$ cat src/rtl/core/vdk3_pkg.sv
// vdk3_pkg: shared constants, types and trellis helper for the k=3 soft viterbi decoder
// used by vdk3_ctrl, vdk3_dp and viterbi_decoder_k3_soft_core; depends on nothing else

package vdk3_pkg;

    // sizing
    localparam int MAX_STEPS  = 512;
    localparam int SOFT_WIDTH = 8;
    localparam int NSTATES    = 4;
    localparam int PM_W       = 24;
    localparam int LVL_W      = 7;
    localparam logic [LVL_W-1:0] LVL_RESET = 7'd64;
    localparam logic [PM_W-1:0]  WORST     = {PM_W{1'b1}};

    localparam int STEP_W   = $clog2(MAX_STEPS + 1);
    localparam int ADDR_W   = $clog2(MAX_STEPS);
    localparam int NBYTES   = (MAX_STEPS + 7) / 8;
    localparam int BYTE_AW  = (NBYTES > 1) ? $clog2(NBYTES) : 1;

    // soft arithmetic widths
    localparam int DIFF_W = ((SOFT_WIDTH > LVL_W + 1) ? SOFT_WIDTH : LVL_W + 1) + 1;
    localparam int SQ_W   = 2 * DIFF_W;
    localparam int BM_W   = SQ_W + 1;

    // stream word widths
    localparam int IN_W  = ((2 * SOFT_WIDTH + 7) / 8) * 8;
    localparam int OUT_W = 16;

    // controller states
    typedef enum logic [3:0] {
        ST_IDLE,
        ST_BM,
        ST_ACS,
        ST_NORM,
        ST_BEST,
        ST_TB_RD,
        ST_TB_UP,
        ST_OUT_RD,
        ST_OUT_LD,
        ST_OUT_WAIT
    } t_state;

    // controller to datapath
    typedef struct packed {
        logic in_ready;
        logic take;
        logic bm_en;
        logic acs_en;
        logic norm_en;
        logic best_en;
        logic tb_rd;
        logic tb_up;
        logic out_rd;
        logic out_ld;
        logic blk_clr;
    } t_cmd;

    // datapath to controller
    typedef struct packed {
        logic full;
        logic blk_end;
        logic tb_last;
        logic out_taken;
        logic out_final;
    } t_status;

    // expected code bits {c1, c2} for a branch leaving state 'from' on input 'bit_in'
    function automatic logic [1:0] code_bits(input logic [1:0] from, input logic bit_in);
        logic [2:0] sr;
        sr = {from, bit_in};
        return {^sr, sr[2] ^ sr[0]};
    endfunction

endpackage

$ cat src/rtl/core/vdk3_ctrl.sv
// vdk3_ctrl: sequencing state machine for the k=3 soft viterbi decoder
// depends on vdk3_pkg; drives vdk3_dp through t_cmd and reads t_status

module vdk3_ctrl (
    input  logic             i_clk,
    input  logic             i_rst_n,
    input  logic             i_s_tvalid,
    input  logic             i_s_tlast,
    input  vdk3_pkg::t_status i_status,
    output vdk3_pkg::t_cmd    o_cmd
);

    vdk3_pkg::t_state r_state, n_state;

    // state register
    always_ff @(posedge i_clk) begin
        if (!i_rst_n) begin
            r_state <= vdk3_pkg::ST_IDLE;
        end else begin
            r_state <= n_state;
        end
    end

    // next state and commands
    always_comb begin
        n_state = r_state;
        o_cmd   = '0;
        unique case (r_state)
            vdk3_pkg::ST_IDLE: begin
                o_cmd.in_ready = 1'b1;
                if (i_s_tvalid) begin
                    o_cmd.take = 1'b1;
                    if (!i_status.full) begin
                        n_state = vdk3_pkg::ST_BM;
                    end else if (i_s_tlast) begin
                        n_state = vdk3_pkg::ST_BEST;
                    end
                end
            end
            vdk3_pkg::ST_BM: begin
                o_cmd.bm_en = 1'b1;
                n_state     = vdk3_pkg::ST_ACS;
            end
            vdk3_pkg::ST_ACS: begin
                o_cmd.acs_en = 1'b1;
                n_state      = vdk3_pkg::ST_NORM;
            end
            vdk3_pkg::ST_NORM: begin
                o_cmd.norm_en = 1'b1;
                n_state = i_status.blk_end ? vdk3_pkg::ST_BEST : vdk3_pkg::ST_IDLE;
            end
            vdk3_pkg::ST_BEST: begin
                o_cmd.best_en = 1'b1;
                n_state       = vdk3_pkg::ST_TB_RD;
            end
            vdk3_pkg::ST_TB_RD: begin
                o_cmd.tb_rd = 1'b1;
                n_state     = vdk3_pkg::ST_TB_UP;
            end
            vdk3_pkg::ST_TB_UP: begin
                o_cmd.tb_up = 1'b1;
                n_state = i_status.tb_last ? vdk3_pkg::ST_OUT_RD : vdk3_pkg::ST_TB_RD;
            end
            vdk3_pkg::ST_OUT_RD: begin
                o_cmd.out_rd = 1'b1;
                n_state      = vdk3_pkg::ST_OUT_LD;
            end
            vdk3_pkg::ST_OUT_LD: begin
                o_cmd.out_ld = 1'b1;
                n_state      = vdk3_pkg::ST_OUT_WAIT;
            end
            vdk3_pkg::ST_OUT_WAIT: begin
                if (i_status.out_taken) begin
                    if (i_status.out_final) begin
                        o_cmd.blk_clr = 1'b1;
                        n_state       = vdk3_pkg::ST_IDLE;
                    end else begin
                        n_state = vdk3_pkg::ST_OUT_RD;
                    end
                end
            end
            default: begin
                n_state = vdk3_pkg::ST_IDLE;
            end
        endcase
    end

endmodule

$ cat config.mk
export PLATFORM = sky130hd
export DESIGN_NAME = vdk3_ctrl
export DESIGN_NICKNAME = d
export VERILOG_FILES = /design/src/rtl/core/vdk3_pkg.sv /design/src/rtl/core/vdk3_ctrl.sv
export SDC_FILE = /design/constraint.sdc
export NUM_CORES = 1
export LEC_CHECK = 0
export BUFFER_PORTS_ARGS = -buffer_cell sky130_fd_sc_hd__buf_2
export CAP_MARGIN = 40
export CORE_AREA = 2 2 39 41
export DETAILED_ROUTE_END_ITERATION = 16
export DIE_AREA = 0 0 41 43
export GPL_TIMING_DRIVEN = 0
export SLEW_MARGIN = 20
export SYNTH_ARGS = -nofsm -noshare
export SYNTH_HDL_FRONTEND = slang
export SYNTH_SLANG_ARGS = --single-unit
$ cat constraint.sdc
create_clock -name i_clk -period 1.86 [get_ports i_clk]
set_input_delay 0 -clock i_clk [delete_from_list [all_inputs] [get_ports i_clk]]
set_output_delay 0 -clock i_clk [all_outputs]
set_load 0.01 [all_outputs]
==> load_flow_metrics.sql <==
INSERT INTO impl_metrics (metric_group, metric, value, unit) VALUES
('yosys', 'yosysWarningCount', '0', ''),
('routing', 'detail_route.wl_per_cell', '11.31', 'um'),
('final_layout', 'layout_top_registers', 'r_state: 4 flops', ''),
('yosys', 'synth_enable_flop_cells', '0', ''),
('timing', 'worst_hold_slack', '0.02148', 'ns'),
('worst_setup_path', 'cp_common_cell', 'buf_2', ''),
('die', 'placeableCoreArea', '1384', 'um2'),
('yosys', 'netlist-cell-type-count', '30', ''),
('worst_setup_path', 'critPathCaptureType', 'output port', ''),
('yosys', 'synth.ff_latch_count', '4', ''),
('min_path', 'hold-path-endpoint', 'r_state[0]', ''),
('worst_setup_path', 'worst_path_max_delay_cell', 'dfxtp_1', ''),
('clock_tree', 'clock-sinks', '4', ''),
('placed_design', 'routability_congestion', '0.7697', ''),
('final_layout', 'finalCoreUtilization', '0.4231', ''),
('die', 'dieHeight', '43', 'um'),
('timing', 'setup_viol', '0', ''),
('final_layout', 'finalNetCount', '95', ''),
('die', 'initial_utilization', '0.3237', ''),
('worst_setup_path', 'timing.reg2reg.worst_path_depth', '5', ''),
('final_layout', 'fin_area', '585.6', 'um2'),
('worst_setup_path', 'timing.reg2reg.setup_slack', '0.54', 'ns'),
('worst_setup_path', 'path_buf_inv', '2', ''),
('yosys', 'ys_async_sr_fraction', '0', ''),
('final_layout', 'num_antenna_cells', '0', ''),
('clock_tree', 'clk_pin_slew_worst_paths', '0.03', 'ns'),
('yosys', 'ys.flop_type', 'dfxtp_1', ''),
('yosys', 'netlist_instances', '62', ''),
('flow_run', 'cap_viol_max_count', '0', ''),
('worst_setup_path', 'crit_family', 'flip-flops', ''),
('worst_setup_path', 'worstPathCellList', 'buf_2, nor4bb_1, buf_2', ''),
('final_layout', 'registers.top_by_ff_count', 'r_state', ''),
('grt', 'grt_overflow', '0', ''),
('die', 'die_width', '41', 'um'),
('placed_design', 'pre_cts_slack', '0.5371', 'ns'),
('worst_setup_path', 'worstReg2RegStart', 'r_state[2]', ''),
('timing', 'fin_crit_sh', '0.7786', ''),
('clock_tree', 'cts-resized-gates', '0', ''),
('grt', 'grt_first_pass_wirelength', '1863', 'um'),
('timing', 'finalCriticalPeriod', '1.448', 'ns'),
('clock_tree', 'postCtsHoldBufs', '0', ''),
('timing', 'achievable-frequency', '690.5', 'MHz'),
('timing', 'count_of_final_max_slew_check_failures', '0', ''),
('worst_setup_path', 'crit_path_max_incr_delay', '0.48', 'ns'),
('yosys', 'synthesis.nets', '71', ''),
('min_path', 'worstHoldStart', 'i_status[1]', ''),
('timing', 'setup_slack', '0.4119', 'ns'),
('placed_design', 'area_after_dpl', '563.0', 'um2'),
('routing', 'routed-via-count', '516', ''),
('worst_setup_path', 'crit_fanout', '10', ''),
('placed_design', 'hpwl', '875.7', 'um'),
('final_layout', 'largest_register_ffs', '4', ''),
('clock_tree', 'insertion_delay', '0.24', 'ns'),
('yosys', 'seq_area_frac_synth', '0.1788', ''),
('grt', 'first_global_vias', '440', ''),
('clock_tree', 'number_of_clock_buffers_inserted_by_tritoncts', '3', ''),
('clock_tree', 'clock_path_buffers', '2', ''),
('final_layout', 'share_of_final_layout_standard_cells_stronger_than_drive_strength_1', '0.3571', ''),
('timing', 'tightest_slew', '0.2999', 'ns'),
('worst_setup_path', 'regToRegEndpoint', 'r_state[3]', ''),
('worst_setup_path', 'start_kind', 'flop', ''),
('clock_tree', 'clock-root-buffer', 'clkbuf_4', ''),
('timing', 'setup_skew_after_layout', '0.005944', 'ns'),
('power', 'max-vdd-ir-drop', '0.6172', 'mV'),
('routing', 'drt-initial-drc-count', '9', ''),
('grt', 'grt_antenna_before_repair', '0', ''),
('routing', 'post_drt_via_cell_ratio', '5.160', ''),
('worst_setup_path', 'critical_path_required', '1.86', 'ns'),
('grt', 'grt_max_degree', '11', ''),
('clock_tree', 'clock_tree.htree_level_count', '1', ''),
('outcome', 'run_status', 'complete, no violations', '');
==> cells in the mapped netlist (2+ instances only) <==
master | n | area, um2
nor2b_1 | 6 | 37.54
nand2_1 | 4 | 15.01
dfxtp_1 | 4 | 80.08
and3_1 | 3 | 18.77
nand2b_1 | 3 | 18.77
nor2_1 | 6 | 22.52
buf_2 | 3 | 15.01
nor3_1 | 4 | 20.02
nand3_1 | 2 | 10.01
a21oi_1 | 4 | 20.02
nand3b_1 | 2 | 15.01
o21ai_0 | 2 | 10.01
nor4b_1 | 2 | 17.52
==> area by class of cell <==
class | count | area [um2] | share of cell area
Clock buffer | 3 | 22.52 | 0.03846
Multi-Input combinational cell | 52 | 330.3 | 0.5641
Sequential cell | 4 | 80.08 | 0.1368
Buffer | 5 | 33.78 | 0.05769
Inverter | 1 | 3.754 | 0.006410
Tap cell | 16 | 20.02 | 0.03419
Timing Repair Buffer | 19 | 95.09 | 0.1624
==> per-layer routing <==
metal  share of wire  GRT usage  up-vias
li1                -          -      268
met5               0          0        -
met1            0.47     0.2058      231
met3           0.069    0.07853        0
met2            0.46     0.2250       17
met4               0    0.04000        0
==> worst max path at each step <==
stage / cells past startpoint / from / end
after floorplan: 4 / r_state[1] / r_state[1]
after global placement: 4 / r_state[1] / r_state[2]
after detailed placement: 5 / r_state[2] / r_state[3]
after CTS: 3 / r_state[2] / o_cmd[4]
after global routing: 3 / r_state[2] / o_cmd[5]
final: 3 / r_state[2] / o_cmd[4]
==> power by group <==
part           switching, mW  internal [mW]
clock network         0.0346         0.0721
registers             0.0677          0.127
logic                  0.386          0.347
total                  0.488          0.546
==> kinds of logic (layout without fill, tap and decap cells) <==
logic type / after synthesis / in the layout / synth area share
buffers and inverters: 6 / 28 / 0.08379
DFF: 4 / 4 / 0.1788
AOI/OAI and AO/OA: 14 / 14 / 0.2179
and+or+nand+nor: 38 / 38 / 0.5196
==> worst register-to-register path, delay by kind of cell (launching register included) <==
family / cells / cell delay (ns)
AND/OR/NAND/NOR: 2 / 0.14
AO/OA/AOI/OAI: 2 / 0.32
buffers and inverters: 1 / 0.26
flip-flops: 1 / 0.48
No activity file was read; power rests on OpenSTA's default activity.
